$ cat src/bmap_pkg.sv
package bmap_pkg;

   // Request type codes
   localparam int REQ_TYPE_W = 3;
   localparam logic [REQ_TYPE_W-1:0] OP_GET         = 3'd0;
   localparam logic [REQ_TYPE_W-1:0] OP_SET         = 3'd1;
   localparam logic [REQ_TYPE_W-1:0] OP_CLEAR       = 3'd2;
   localparam logic [REQ_TYPE_W-1:0] OP_CLEAR_ALL   = 3'd3;
   localparam logic [REQ_TYPE_W-1:0] OP_FIRST_SET   = 3'd4;
   localparam logic [REQ_TYPE_W-1:0] OP_LAST_SET    = 3'd5;
   localparam logic [REQ_TYPE_W-1:0] OP_FIRST_CLEAR = 3'd6;
   localparam logic [REQ_TYPE_W-1:0] OP_LAST_CLEAR  = 3'd7;

   // Configuration register map
   localparam int CSR_IDX_W  = 1;
   localparam int CSR_DATA_W = 11;
   localparam logic [CSR_IDX_W-1:0] CSR_START_LENGTH = 1'd0;
   localparam logic [CSR_IDX_W-1:0] CSR_GROW_ENABLE  = 1'd1;

   localparam int START_LENGTH_RESET = 1024;

   // Commands from the controller to the datapath
   typedef struct packed {
      logic latch_req;
      logic clr_start;
      logic clr_write;
      logic rd_bit;
      logic commit;
      logic scan_start;
      logic scan_step;
      logic res_load;
   } cmd_type;

   // Status from the datapath to the controller
   typedef struct packed {
      logic                  clr_last;
      logic                  scan_done;
      logic                  rsp_free;
      logic [REQ_TYPE_W-1:0] op;
   } status_type;

endpackage

$ cat src/bmap_ifs.sv
interface bmap_req_if import bmap_pkg::*; #(parameter int IDX_W = 10) ();
   logic                  valid;
   logic                  ready;
   logic [REQ_TYPE_W-1:0] req_type;
   logic [IDX_W-1:0]      bit_index;

   modport source (output valid, req_type, bit_index, input ready);
   modport sink (input valid, req_type, bit_index, output ready);
endinterface

interface bmap_rsp_if #(parameter int IDX_W = 10, parameter int LEN_W = 11) ();
   logic             valid;
   logic             ready;
   logic             bit_value;
   logic             found;
   logic [IDX_W-1:0] found_index;
   logic [LEN_W-1:0] length_now;
   logic             error_code;

   modport source (output valid, bit_value, found, found_index, length_now, error_code,
                   input ready);
   modport sink (input valid, bit_value, found, found_index, length_now, error_code,
                 output ready);
endinterface

$ cat src/bitmap_set_clear_find_first.sv
// Get, set and clear go through the multiply, quotient, word read and write-back states;
// the result is loaded once the response register is free. Clear all sweeps every
// stored word, one per cycle, then loads its result. Searches read the words in use
// one per cycle. One request at a time: the next is accepted only once the result
// has been loaded and the controller is back in idle.
// Reset is synchronous, active high; after it and every start_length write a clearing pass over every word holds off requests.
module bitmap_set_clear_find_first import bmap_pkg::*; #(
   parameter int CAPACITY_BITS = 1024,
   parameter int WORD_BITS     = 32
) (
   input  logic                  clock,
   input  logic                  reset,
   bmap_req_if.sink              req_bus,
   bmap_rsp_if.source            rsp_bus,
   input  logic                  csr_we,
   input  logic [CSR_IDX_W-1:0]  csr_index,
   input  logic [CSR_DATA_W-1:0] csr_wdata
);

   // Index and length widths follow from the capacity of the vector.
   localparam int IDX_W = $clog2(CAPACITY_BITS);
   localparam int LEN_W = $clog2(CAPACITY_BITS + 1);

   cmd_type    cmd;
   status_type status;

   // The controller sequences each request: bit operations go through an
   // address computation, a word read and a read-modify-write; searches and
   // clear all walk the word memory with a counter in the datapath.
   bmap_ctrl u_ctrl (
      .clock     (clock),
      .reset     (reset),
      .req_valid (req_bus.valid),
      .req_ready (req_bus.ready),
      .csr_we    (csr_we),
      .csr_index (csr_index),
      .status    (status),
      .cmd       (cmd)
   );

   // The datapath holds the word memory, the current length, the search
   // state and the result register that decouples the response side.
   bmap_dp #(
      .CAPACITY_BITS (CAPACITY_BITS),
      .WORD_BITS     (WORD_BITS),
      .IDX_W         (IDX_W),
      .LEN_W         (LEN_W)
   ) u_dp (
      .clock           (clock),
      .reset           (reset),
      .cmd             (cmd),
      .status          (status),
      .req_type        (req_bus.req_type),
      .bit_index       (req_bus.bit_index),
      .csr_we          (csr_we),
      .csr_index       (csr_index),
      .csr_wdata       (csr_wdata),
      .rsp_ready       (rsp_bus.ready),
      .rsp_valid       (rsp_bus.valid),
      .rsp_bit_value   (rsp_bus.bit_value),
      .rsp_found       (rsp_bus.found),
      .rsp_found_index (rsp_bus.found_index),
      .rsp_length_now  (rsp_bus.length_now),
      .rsp_error_code  (rsp_bus.error_code)
   );

endmodule

$ cat src/bmap_ctrl.sv
module bmap_ctrl import bmap_pkg::*; (
   input  logic                 clock,
   input  logic                 reset,
   input  logic                 req_valid,
   output logic                 req_ready,
   input  logic                 csr_we,
   input  logic [CSR_IDX_W-1:0] csr_index,
   input  status_type           status,
   output cmd_type              cmd
);

   localparam logic [2:0] S_CLR  = 3'd0;
   localparam logic [2:0] S_IDLE = 3'd1;
   localparam logic [2:0] S_MUL  = 3'd2;
   localparam logic [2:0] S_QUO  = 3'd3;
   localparam logic [2:0] S_RD   = 3'd4;
   localparam logic [2:0] S_WB   = 3'd5;
   localparam logic [2:0] S_SCAN = 3'd6;
   localparam logic [2:0] S_DONE = 3'd7;

   logic [2:0] state_ff, state_in;
   logic       clr_rsp_ff, clr_rsp_in;
   logic       cfg_restart;
   logic       accept;

   // A new start length wipes the store, so it restarts the clearing sweep.
   assign cfg_restart = csr_we && (csr_index == CSR_START_LENGTH);
   assign req_ready   = (state_ff == S_IDLE) && !cfg_restart;
   assign accept      = req_valid && req_ready;

   always_comb begin
      state_in   = state_ff;
      clr_rsp_in = clr_rsp_ff;
      cmd        = '0;
      unique case (state_ff)
         S_CLR: begin
            cmd.clr_write = 1'b1;
            if (status.clr_last) begin
               state_in = clr_rsp_ff ? S_DONE : S_IDLE;
            end
         end
         S_IDLE: begin
            if (accept) begin
               cmd.latch_req = 1'b1;
               priority if (status.op == OP_CLEAR_ALL) begin
                  cmd.clr_start = 1'b1;
                  clr_rsp_in    = 1'b1;
                  state_in      = S_CLR;
               end else if (status.op == OP_GET || status.op == OP_SET ||
                            status.op == OP_CLEAR) begin
                  state_in = S_MUL;
               end else begin
                  cmd.scan_start = 1'b1;
                  state_in       = S_SCAN;
               end
            end
         end
         S_MUL: begin
            state_in = S_QUO;
         end
         S_QUO: begin
            state_in = S_RD;
         end
         S_RD: begin
            cmd.rd_bit = 1'b1;
            state_in   = S_WB;
         end
         S_WB: begin
            if (status.rsp_free) begin
               cmd.commit   = 1'b1;
               cmd.res_load = 1'b1;
               state_in     = S_IDLE;
            end
         end
         S_SCAN: begin
            cmd.scan_step = 1'b1;
            if (status.scan_done) begin
               state_in = S_DONE;
            end
         end
         S_DONE: begin
            if (status.rsp_free) begin
               cmd.res_load = 1'b1;
               clr_rsp_in   = 1'b0;
               state_in     = S_IDLE;
            end
         end
         default: begin
            state_in = S_CLR;
         end
      endcase
      if (cfg_restart) begin
         cmd.clr_start = 1'b1;
         cmd.clr_write = 1'b0;
         clr_rsp_in    = 1'b0;
         state_in      = S_CLR;
      end
   end

   always_ff @(posedge clock) begin
      if (reset) begin
         state_ff   <= S_CLR;
         clr_rsp_ff <= 1'b0;
      end else begin
         state_ff   <= state_in;
         clr_rsp_ff <= clr_rsp_in;
      end
   end

endmodule

$ cat src/bmap_dp.sv
module bmap_dp import bmap_pkg::*; #(
   parameter int CAPACITY_BITS = 1024,
   parameter int WORD_BITS     = 32,
   parameter int IDX_W         = 10,
   parameter int LEN_W         = 11
) (
   input  logic                  clock,
   input  logic                  reset,
   input  cmd_type               cmd,
   output status_type            status,
   input  logic [REQ_TYPE_W-1:0] req_type,
   input  logic [IDX_W-1:0]      bit_index,
   input  logic                  csr_we,
   input  logic [CSR_IDX_W-1:0]  csr_index,
   input  logic [CSR_DATA_W-1:0] csr_wdata,
   input  logic                  rsp_ready,
   output logic                  rsp_valid,
   output logic                  rsp_bit_value,
   output logic                  rsp_found,
   output logic [IDX_W-1:0]      rsp_found_index,
   output logic [LEN_W-1:0]      rsp_length_now,
   output logic                  rsp_error_code
);

   localparam int WORD_COUNT = (CAPACITY_BITS + WORD_BITS - 1) / WORD_BITS;
   localparam int AW         = (WORD_COUNT > 1) ? $clog2(WORD_COUNT) : 1;
   localparam int OFF_W      = $clog2(WORD_BITS);
   localparam int SH         = IDX_W + OFF_W;
   localparam int RECIP      = ((2 ** SH) + WORD_BITS - 1) / WORD_BITS;
   localparam int RCP_W      = SH + 1;
   localparam int PROD_W     = IDX_W + RCP_W;
   localparam int MUL_W      = IDX_W + 7;
   localparam int BASE_W     = LEN_W + 1;
   localparam int LEN_RST    = (START_LENGTH_RESET > CAPACITY_BITS) ?
                               CAPACITY_BITS : START_LENGTH_RESET;

   logic [WORD_BITS-1:0] word_mem [WORD_COUNT];

   logic [REQ_TYPE_W-1:0] op_ff;
   logic [IDX_W-1:0]      idx_ff;
   logic [PROD_W-1:0]     prod_ff;
   logic [IDX_W-1:0]      word_ff;
   logic [OFF_W-1:0]      off_ff;
   logic [WORD_BITS-1:0]  rd_data_ff;
   logic [LEN_W-1:0]      len_ff, len_in;
   logic                  grow_ff;
   logic [AW-1:0]         cnt_ff;
   logic [BASE_W-1:0]     base_iss_ff;
   logic [BASE_W-1:0]     ev_base_ff;
   logic                  ev_valid_ff;
   logic                  found_ff;
   logic [IDX_W-1:0]      fidx_ff;
   logic                  rsp_valid_ff;
   logic                  rsp_bit_ff, rsp_found_ff, rsp_err_ff;
   logic [IDX_W-1:0]      rsp_fidx_ff;
   logic [LEN_W-1:0]      rsp_len_ff;

   // Word address and bit offset of the requested index, by reciprocal multiply.
   logic [MUL_W-1:0] word_scaled, off_full;
   assign word_scaled = MUL_W'(word_ff) * MUL_W'(WORD_BITS);
   assign off_full    = MUL_W'(idx_ff) - word_scaled;

   always_ff @(posedge clock) begin
      if (cmd.latch_req) begin
         op_ff  <= req_type;
         idx_ff <= bit_index;
      end
      prod_ff <= PROD_W'(idx_ff) * PROD_W'(RECIP);
      word_ff <= prod_ff[SH +: IDX_W];
      off_ff  <= off_full[OFF_W-1:0];
   end

   // Single bit operations
   logic [LEN_W-1:0]     idx_ext;
   logic                 in_range, grow_ok, bit_err, bit_wr;
   logic                 sel_bit;
   logic [WORD_BITS-1:0] bit_mask, bit_word;

   assign idx_ext  = LEN_W'(idx_ff);
   assign in_range = idx_ext < len_ff;
   assign grow_ok  = grow_ff && (idx_ext < LEN_W'(CAPACITY_BITS));
   assign sel_bit  = rd_data_ff[off_ff];
   assign bit_mask = WORD_BITS'(1) << off_ff;

   always_comb begin
      bit_err  = !in_range;
      bit_wr   = 1'b0;
      bit_word = rd_data_ff;
      len_in   = len_ff;
      unique case (op_ff)
         OP_SET: begin
            bit_err  = !in_range && !grow_ok;
            bit_wr   = in_range || grow_ok;
            bit_word = rd_data_ff | bit_mask;
            if (!in_range && grow_ok) begin
               len_in = idx_ext + LEN_W'(1);
            end
         end
         OP_CLEAR: begin
            bit_wr   = in_range;
            bit_word = rd_data_ff & ~bit_mask;
         end
         default: begin
         end
      endcase
   end

   // Search over the stored words
   logic                 want, last_mode, issue_more, hit;
   logic [BASE_W-1:0]    remain;
   logic [WORD_BITS-1:0] pattern;
   logic [OFF_W-1:0]     pos;
   logic [IDX_W-1:0]     cand;

   assign want       = (op_ff == OP_FIRST_SET) || (op_ff == OP_LAST_SET);
   assign last_mode  = (op_ff == OP_LAST_SET) || (op_ff == OP_LAST_CLEAR);
   assign issue_more = base_iss_ff < BASE_W'(len_ff);
   assign remain     = BASE_W'(len_ff) - ev_base_ff;
   assign hit        = ev_valid_ff && (pattern != '0);
   assign cand       = IDX_W'(ev_base_ff + BASE_W'(pos));

   always_comb begin
      for (int b = 0; b < WORD_BITS; b++) begin
         pattern[b] = (want ? rd_data_ff[b] : !rd_data_ff[b]) && (BASE_W'(b) < remain);
      end
      pos = '0;
      if (last_mode) begin
         for (int b = 0; b < WORD_BITS; b++) begin
            if (pattern[b]) begin
               pos = OFF_W'(b);
            end
         end
      end else begin
         for (int b = WORD_BITS - 1; b >= 0; b--) begin
            if (pattern[b]) begin
               pos = OFF_W'(b);
            end
         end
      end
   end

   // Memory port selection
   logic                 mem_we, mem_re, scan_issue;
   logic [AW-1:0]        mem_waddr, mem_raddr;
   logic [WORD_BITS-1:0] mem_wdata;

   assign scan_issue = cmd.scan_step && issue_more;
   assign mem_we     = cmd.clr_write || (cmd.commit && bit_wr);
   assign mem_waddr  = cmd.clr_write ? cnt_ff : word_ff[AW-1:0];
   assign mem_wdata  = cmd.clr_write ? '0 : bit_word;
   assign mem_re     = cmd.rd_bit || scan_issue;
   assign mem_raddr  = cmd.rd_bit ? word_ff[AW-1:0] : cnt_ff;

   always_ff @(posedge clock) begin
      if (mem_we) begin
         word_mem[mem_waddr] <= mem_wdata;
      end
      if (mem_re) begin
         rd_data_ff <= word_mem[mem_raddr];
      end
   end

   // Sweep and scan counters
   always_ff @(posedge clock) begin
      if (reset) begin
         cnt_ff      <= '0;
         ev_valid_ff <= 1'b0;
      end else if (cmd.clr_start || cmd.scan_start) begin
         cnt_ff      <= '0;
         ev_valid_ff <= 1'b0;
      end else begin
         if (cmd.clr_write || scan_issue) begin
            cnt_ff <= cnt_ff + AW'(1);
         end
         ev_valid_ff <= scan_issue;
      end
   end

   always_ff @(posedge clock) begin
      if (cmd.scan_start) begin
         base_iss_ff <= '0;
         found_ff    <= 1'b0;
         fidx_ff     <= '0;
      end else begin
         if (scan_issue) begin
            base_iss_ff <= base_iss_ff + BASE_W'(WORD_BITS);
            ev_base_ff  <= base_iss_ff;
         end
         if (hit && (last_mode || !found_ff)) begin
            found_ff <= 1'b1;
            fidx_ff  <= cand;
         end
      end
   end

   // Length and grow enable
   always_ff @(posedge clock) begin
      if (reset) begin
         len_ff  <= LEN_W'(LEN_RST);
         grow_ff <= 1'b0;
      end else if (csr_we && (csr_index == CSR_START_LENGTH)) begin
         if (32'(csr_wdata) > CAPACITY_BITS) begin
            len_ff <= LEN_W'(CAPACITY_BITS);
         end else begin
            len_ff <= LEN_W'(csr_wdata);
         end
      end else if (csr_we && (csr_index == CSR_GROW_ENABLE)) begin
         grow_ff <= csr_wdata[0];
      end else if (cmd.commit) begin
         len_ff <= len_in;
      end
   end

   // Result register
   logic bit_op;
   assign bit_op = (op_ff == OP_GET) || (op_ff == OP_SET) || (op_ff == OP_CLEAR);

   always_ff @(posedge clock) begin
      if (reset) begin
         rsp_valid_ff <= 1'b0;
      end else if (cmd.res_load) begin
         rsp_valid_ff <= 1'b1;
      end else if (rsp_ready) begin
         rsp_valid_ff <= 1'b0;
      end
   end

   always_ff @(posedge clock) begin
      if (cmd.res_load) begin
         rsp_bit_ff   <= (op_ff == OP_GET) && in_range && sel_bit;
         rsp_err_ff   <= bit_op && bit_err;
         rsp_len_ff   <= bit_op ? len_in : len_ff;
         rsp_found_ff <= !bit_op && (op_ff != OP_CLEAR_ALL) && found_ff;
         rsp_fidx_ff  <= (!bit_op && (op_ff != OP_CLEAR_ALL)) ? fidx_ff : '0;
      end
   end

   assign rsp_valid       = rsp_valid_ff;
   assign rsp_bit_value   = rsp_bit_ff;
   assign rsp_found       = rsp_found_ff;
   assign rsp_found_index = rsp_fidx_ff;
   assign rsp_length_now  = rsp_len_ff;
   assign rsp_error_code  = rsp_err_ff;

   // Of the request, the controller looks only at the operation being offered.
   assign status.clr_last  = cnt_ff == AW'(WORD_COUNT - 1);
   assign status.scan_done = !issue_more && !ev_valid_ff;
   assign status.rsp_free  = !rsp_valid_ff || rsp_ready;
   assign status.op        = req_type;

endmodule
$ cat src/flat_wrapper.sv
// flat-port wrapper written by rule: the top's interface ports become plain ports
module bitmap_set_clear_find_first_flat import bmap_pkg::*;
#(
   parameter int CAPACITY_BITS = 1024,
   parameter int WORD_BITS     = 32
)
  (clock, reset, csr_we, csr_index, csr_wdata, req_bus_valid, req_bus_req_type, req_bus_bit_index, req_bus_ready, rsp_bus_valid, rsp_bus_bit_value, rsp_bus_found, rsp_bus_found_index, rsp_bus_length_now, rsp_bus_error_code, rsp_bus_ready);
  bmap_req_if req_bus_i ();
  bmap_rsp_if rsp_bus_i ();
  input  logic clock;
  input  logic reset;
  input  logic csr_we;
  input  logic [CSR_IDX_W-1:0] csr_index;
  input  logic [CSR_DATA_W-1:0] csr_wdata;
  input wire logic [$bits(req_bus_i.valid)-1:0] req_bus_valid;
  input wire logic [$bits(req_bus_i.req_type)-1:0] req_bus_req_type;
  input wire logic [$bits(req_bus_i.bit_index)-1:0] req_bus_bit_index;
  output wire logic [$bits(req_bus_i.ready)-1:0] req_bus_ready;
  output wire logic [$bits(rsp_bus_i.valid)-1:0] rsp_bus_valid;
  output wire logic [$bits(rsp_bus_i.bit_value)-1:0] rsp_bus_bit_value;
  output wire logic [$bits(rsp_bus_i.found)-1:0] rsp_bus_found;
  output wire logic [$bits(rsp_bus_i.found_index)-1:0] rsp_bus_found_index;
  output wire logic [$bits(rsp_bus_i.length_now)-1:0] rsp_bus_length_now;
  output wire logic [$bits(rsp_bus_i.error_code)-1:0] rsp_bus_error_code;
  input wire logic [$bits(rsp_bus_i.ready)-1:0] rsp_bus_ready;
  assign req_bus_i.valid = req_bus_valid;
  assign req_bus_i.req_type = req_bus_req_type;
  assign req_bus_i.bit_index = req_bus_bit_index;
  assign req_bus_ready = req_bus_i.ready;
  assign rsp_bus_valid = rsp_bus_i.valid;
  assign rsp_bus_bit_value = rsp_bus_i.bit_value;
  assign rsp_bus_found = rsp_bus_i.found;
  assign rsp_bus_found_index = rsp_bus_i.found_index;
  assign rsp_bus_length_now = rsp_bus_i.length_now;
  assign rsp_bus_error_code = rsp_bus_i.error_code;
  assign rsp_bus_i.ready = rsp_bus_ready;
  bitmap_set_clear_find_first #(.CAPACITY_BITS(CAPACITY_BITS), .WORD_BITS(WORD_BITS)) u_core (.clock(clock), .reset(reset), .req_bus(req_bus_i), .rsp_bus(rsp_bus_i), .csr_we(csr_we), .csr_index(csr_index), .csr_wdata(csr_wdata));
endmodule
$ cat config.mk
export PLATFORM = sky130hd
export DESIGN_NAME = bitmap_set_clear_find_first_flat
export DESIGN_NICKNAME = d
export VERILOG_FILES = /design/src/bmap_pkg.sv /design/src/bmap_ifs.sv /design/src/bitmap_set_clear_find_first.sv /design/src/bmap_ctrl.sv /design/src/bmap_dp.sv /design/src/flat_wrapper.sv
export SDC_FILE = /design/constraint.sdc
export NUM_CORES = 2
export LEC_CHECK = 0
export BUFFER_PORTS_ARGS = -buffer_cell sky130_fd_sc_hd__buf_2
export CELL_PAD_IN_SITES_DETAIL_PLACEMENT = 1
export CELL_PAD_IN_SITES_GLOBAL_PLACEMENT = 2
export CORE_MARGIN = 5
export CORE_UTILIZATION = 48
export DETAILED_ROUTE_END_ITERATION = 6
export PLACE_DENSITY_LB_ADDON = 0.1
export RECOVER_POWER = 50
export SYNTH_ARGS = -nofsm -noshare
export SYNTH_HDL_FRONTEND = slang
export SYNTH_HIERARCHICAL = 1
export SYNTH_SLANG_ARGS = --single-unit
export TNS_END_PERCENT = 50
$ cat constraint.sdc
create_clock -name clock -period 5.6 [get_ports clock]
set_clock_uncertainty 0.05 [all_clocks]
set_input_delay 0.28 -clock clock [delete_from_list [all_inputs] [get_ports clock]]
set_output_delay 0.28 -clock clock [all_outputs]
set_load 0.005 [all_outputs]
Yosys cells after proc, flatten, opt, wreduce, memory -nomap -nowiden:

Memory sizes are Yosys's and may differ from the RTL's. A register that Yosys moved wholly into a read port is not among the register bits.
Index checks and enable logic that the tools add are counted.

* register bits: 115
* bits in latches: 0
* bits in writable memories: 1024
* ROM bits: 0
* input port bits: 30
* output and inout bits: 26
* logic and storage cells: 354
* memories: 1

* add/sub/neg operators: 6
* multiply operators: 0
* divide/modulo/power cells: 0
* magnitude comparators: 37
* equality and inequality tests: 24
* shifts and indexed selects: 1
* muxes and demuxes: 141
* bitwise operators: 6
* reductions and logical operators: 117

Memories
* u_core.u_dp.word_mem: depth 32, bits a word 32, rd ports 1, clocked after memory_dff 1, wr ports 1, RTL line bmap_dp.sv:37 `logic [WORD_BITS-1:0] word_mem [WORD_COUNT];`

Operator list (number)
* $mux W5: 65
* $lt A5 B12 Y1 const A: 16
* $lt A4 B12 Y1 const A: 8
* $mux W11: 7
* $pmux W32 S2: 1
* $mux W1: 53
* $logic_and A1 B1 Y1: 49
* $lt A3 B12 Y1 const A: 4
* $logic_not A1 Y1: 40
* $and A32 B32 Y32: 1
* $mux W32: 1
* $not A32 Y32: 1
* $or A32 B32 Y32: 1
* $reduce_bool A32 Y1: 1
* $shl A1 B5 Y32 const A: 1
* $lt A1 B12 Y1 const A: 2
* $lt A2 B12 Y1 const A: 2
* $eq A3 B3 Y1 const B: 7
* $mux W3: 7
* $pmux W3 S7: 1
* $eq A3 B2 Y1 const B: 5
* $logic_or A1 B1 Y1: 13
* $add A12 B6 Y12 const B: 1
* $lt A12 B11 Y1: 1
* other kinds (23): 44

Longest topological paths before layout:

* depth after elaboration: 38
* gate-level depth with buffers: 18
* mapped depth without buffers: 15

Hierarchy:

The synthesis kept the hierarchy.

By module, submodules not included
* bmap_dp: instances 1, cells each 2868, area an instance 47887.2 µm², seq. area each 34072.7 µm²
* bmap_ctrl: instances 1, cells each 47, area an instance 376.6 µm², seq. area each 80.1 µm²

Least setup slack after synthesis:

No wires, ideal clock.

* path kind: register to register
* from: register u_core.u_dp.len_ff[4]
* to: memory u_core.u_dp.word_mem[12][0] (enable)
* setup time: 0.432 ns
* arrival: 4.061 ns
* data required time: 5.118 ns
* setup slack: 1.057 ns
* cell stages (with the launch flop): 12
* period minus slack after synthesis: 4.543 ns
* path through: dfxtp_1 -> clkbuf_1 -> inv_1 -> buf_6 -> ha_1 -> nor2b_1 -> o21ai_0 -> a21oi_1 -> a41o_1 -> a21boi_0 -> o21ai_1 -> a21oi_1

* cells in the longest elaborated chain, start to end: 7

RTL lines
* start: declaration: RTL line bmap_dp.sv:45 `logic [LEN_W-1:0] len_ff, len_in;`
* start signal: assignment: RTL line bmap_dp.sv:199 `len_ff <= LEN_W'(LEN_RST);`
* start signal: assignment: RTL line bmap_dp.sv:203 `len_ff <= LEN_W'(CAPACITY_BITS);`
* start signal: assignment: RTL line bmap_dp.sv:205 `len_ff <= LEN_W'(csr_wdata);`
* $lt A10 B11 Y1 *: RTL line bmap_dp.sv:80 `assign in_range = idx_ext < len_ff;`
* $logic_or A1 B1 Y1: RTL line bmap_dp.sv:93 `bit_wr = in_range || grow_ok;`
* $pmux W1 S2 *: RTL line bmap_dp.sv:90 `unique case (op_ff)`
* $logic_and A1 B1 Y1 *: RTL line bmap_dp.sv:148 `assign mem_we = cmd.clr_write || (cmd.commit && bit_wr);`
* $logic_or A1 B1 Y1 *: RTL line bmap_dp.sv:148
* $mux W1 *: RTL line bmap_dp.sv:155 `if (mem_we) begin`
* $mux W1 (not written as such) *: RTL line bmap_dp.sv:156 `word_mem[mem_waddr] <= mem_wdata;`
* end: declaration: RTL line bmap_dp.sv:37

Mark *: on every way between the ends. The rest lies on a longest branch, timed or not.

Worst setup path after layout:

* from: register u_core.u_dp.off_ff[0]
* to: memory u_core.u_dp.word_mem[23][0], data pin

* cells in the longest elaborated chain, start to end: 5

RTL lines
* start: declaration: RTL line bmap_dp.sv:43 `logic [OFF_W-1:0] off_ff;`
* start signal: assignment: RTL line bmap_dp.sv:70 `off_ff <= off_full[OFF_W-1:0];`
* $shl A1 B5 Y32 *: RTL line bmap_dp.sv:83 `assign bit_mask = WORD_BITS'(1) << off_ff;`
* $not A32 Y32: RTL line bmap_dp.sv:101 `bit_word = rd_data_ff & ~bit_mask;`
* $and A32 B32 Y32: RTL line bmap_dp.sv:101
* $pmux W32 S2 *: RTL line bmap_dp.sv:90
* $mux W32 *: RTL line bmap_dp.sv:150 `assign mem_wdata = cmd.clr_write ? '0 : bit_word;`
* via u_core.u_dp.mem_wdata[0]: RTL line bmap_dp.sv:145 `logic [WORD_BITS-1:0] mem_wdata;`

Mark *: on every way through the listed nets, which the timed path passes. The rest lies on a longest branch.

==> flow_summary.toml <==
[status]
status = "finished, violations left"
violations = "capacitance limit, slew limit"

[worst_setup_path]
reg2reg_from = "u_core/u_dp/off_ff[0]"
reg2reg_to = "u_core/u_dp/word_mem[23][0]"
crit_chain = "clkbuf_1, nor2_1, nand2_1, o21ai_0, a21oi_1"
rrSetupSlack_ns = 0.68
crit_type = "flop to flop"
cp.required_ns = 5.62
end_kind = "flop"
reg2regPathDepth = 5
critPathLaunchType = "flop"
worstPathMaxFanout = 32
critPathArrivalTime_ns = 4.94
slowest_delay_ns = 2.18
cp_slowest_cell = "a21oi_1"

[power_and_ir_drop]
powerDensity_nw_per_um2 = 345
finalPower_mw = 19.0
power_leakage_nw = 18.3
ir_drop_mv = 0.312

[sta]
rsz0062_at_grt = "no"
slew_viol_final = 1063
min_period_ns = 4.92
hold_violations = 0
setup_tns_ns = 0
whs_ns = 0.0667
fin_crit_sh_pct = 87.9
slew_headroom_pct = -101
max_freq_mhz = 203
finalSetupViolations = 0
tightestPinTransition_ns = 3.02

[final_layout]
mostFrequentLayoutCells = "1100 x edfxtp_1, 388 x nand2_1, 266 x mux4_2"
final_common_cell = "edfxtp_1"
fin_area_um2 = 55100
area_growth_pct = 14.3
stdcell_count = 4447
fin_nets = 3101
drive_gt1_share_pct = 21.4

[detailed_routing]
drtIter0Drc = 2436
vias_per_cell = 6.20
num_vias = 27553
dr_wl_met2_um = 66900
wl_per_cell_um = 30.8
met1_length_um = 56800
ant_nets = 0
top_layer = "met5"
drc = 0
met3WireLength_um = 9220
drtPass1Iterations = 5
totalWireLength_um = 137000

[yosys]
synth.top_cell.area_share_pct = 68.4
synth_top_cell_by_area = "edfxtp_1"
async_flop_share_pct = 0
synth_seq_area_share_pct = 70.8
syn_area_um2 = 48300
yosys_warnings = 6
synthCells = 2915
syn_nets = 2971
ys_top_cells_by_area = "edfxtp_1 68%, mux4_2 12%, nand2_1 3.0%"
synth_seq_cells = 1156
synth-main-ff-cell = "edfxtp_1"
syn_area_per_cell_um2 = 16.6
synth-edff-count = 1100
ys_types = 100

[worst_hold_path]
hold_path_startpoint = "csr_wdata[9]"
hold_depth = 4
hold-path-endpoint = "u_core/u_dp/len_ff[9]"
hold_class = "primary input to flop"

[global_routing]
antenna_found_initial = 2
grt_pass1_wl_um = 203000
grt_max_degree = 77
grt_overflow = 0
grt_pass1_vias = 29389
grt.total_usage_pct = 25.7

[floorplan]
dieWidth_um = 327
start_util_pct = 48.3
die-height_um = 327
dieArea_um2 = 107000
coreArea_um2 = 100000
num_io_pins = 56
rows = 116

[clocking]
root_buffer = "clkbuf_16"
cts_tree = "yes"
clkSinkCount = 1156
cts_resized = 0
cts_buffers = 117
clk_latency_ns = 0.73
h-tree-depth = 3
ctsLongestPathBuffers = 3
clk_pin_slew_worst_paths_ns = 0.06
postCtsSetupBuffers = 0
postCtsHoldBufs = 29

[flow_run]
drv_cap = 34

[place]
portBuffers = 55
dpl.cell_count = 4195
place_hpwl_um = 86600
placed_area_um2 = 51100
gp_congestion = 0.853
## cell type report
class                           instances  area [um2]
Clock buffer                          137        3000
Inverter                               33         124
Multi-Input combinational cell       1560       13800
Antenna cell                            2        5.00
Tap cell                             1298        1620
Timing Repair Buffer                  177        1390
Fill cell                            9076       44900
Clock inverter                         84        1080
Sequential cell                      1156       34200
## flip-flops by register name (all words and copies together), names as in the netlist, 3 cells and up
register / flops
u_core/u_dp/prod_ff: 6
u_core/u_dp/idx_ff: 10
u_core/u_dp/op_ff: 3
u_core/u_dp/len_ff: 11
u_core/u_dp/word_ff: 5
u_core/u_ctrl/state_ff: 3
u_core/u_dp/off_ff: 4
u_core/u_dp/fidx_ff: 10
u_core/u_dp/rd_data_ff: 32
u_core/u_dp/cnt_ff: 5
u_core/u_dp/rsp_found_index: 10
u_core/u_dp/rsp_length_now: 11
u_core/u_dp/base_iss_ff: 7
u_core/u_dp/word_mem: 1024
u_core/u_dp/ev_base_ff: 7
## worst max path at each step
stage	slack, ns	to	start
after floorplan	1.06	u_core/u_dp/word_mem[12][0]	u_core/u_dp/len_ff[4]
after global placement	0.92	u_core/u_dp/word_mem[1][13]	u_core/u_dp/len_ff[1]
after detailed placement	0.81	u_core/u_dp/word_mem[5][2]	u_core/u_dp/len_ff[3]
after CTS	0.79	u_core/u_dp/word_mem[1][14]	u_core/u_dp/len_ff[3]
after global routing	0.23	u_core/u_dp/word_mem[3][10]	u_core/u_dp/op_ff[1]
final	0.68	u_core/u_dp/word_mem[23][0]	u_core/u_dp/off_ff[0]
## report_power, final
| part | internal, mW | switching (mW) |
|---|---|---|
| logic | 0.505 | 0.734 |
| clock network | 4.83 | 3.39 |
| registers | 9.51 | 0.0378 |
| total | 14.8 | 4.16 |
## through the flow
stage	utilization, %	worst slack [ns]
after floorplan	-	1.06
after global placement	51.1	0.924
after detailed placement	51.1	0.812
after CTS	55.5	0.789
after global routing	55.1	0.231
final	55.1	0.680
## cell families after synthesis
family                   count (synthesis)  share of synthesized area (%)
flip-flops                            1156                           70.8
AND/OR/NAND/NOR                        839                           8.12
AO/OA/AOI/OAI                          355                           4.83
multiplexers                           295                           13.0
buffers and inverters                  199                           1.74
XOR/XNOR                                45                          0.817
adder cells (fa/ha/maj)                 26                          0.690
## cell usage after synthesis (5+ instances only)
library cell  count
buf_4             8
mux2_2            8
nor2_1          104
and3_1           10
o41ai_2           5
o21ai_1           7
xnor2_1          38
or3_1             8
a211oi_1          6
nand3_1         192
buf_6             6
nor4_1            7
clkbuf_1        105
nand2_1         388
o31ai_1           6
buf_1            40
o211a_1           5
nor3_1           14
xor2_1            7
and2_1           20
nor2b_1          15
a21o_1           11
o21ai_0         100
nor3b_1           6
a21oi_1         117
nand2b_1         25
a31oi_1          14
o211ai_1          9
mux4_2          266
inv_1            31
ha_1             25
mux2i_1          21
dfxtp_1          56
edfxtp_1       1100
o41ai_1           6
nand4_1          14
## per-layer routing
metal | vias to the layer above | GRT usage [%]
li1 | 11761 | -
met1 | 14703 | 34.9
met2 | 868 | 42.5
met3 | 219 | 5.37
met4 | 2 | 7.38
met5 | - | 0
## critical path: cells and delay by family, from the launching register on
kind	cells	cell delay, ns
buffers and inverters	1	0.96
AND/OR/NAND/NOR	2	0.59
flip-flops	1	0.36
AO/OA/AOI/OAI	2	2.29
(Power assumes the default switching activity.)
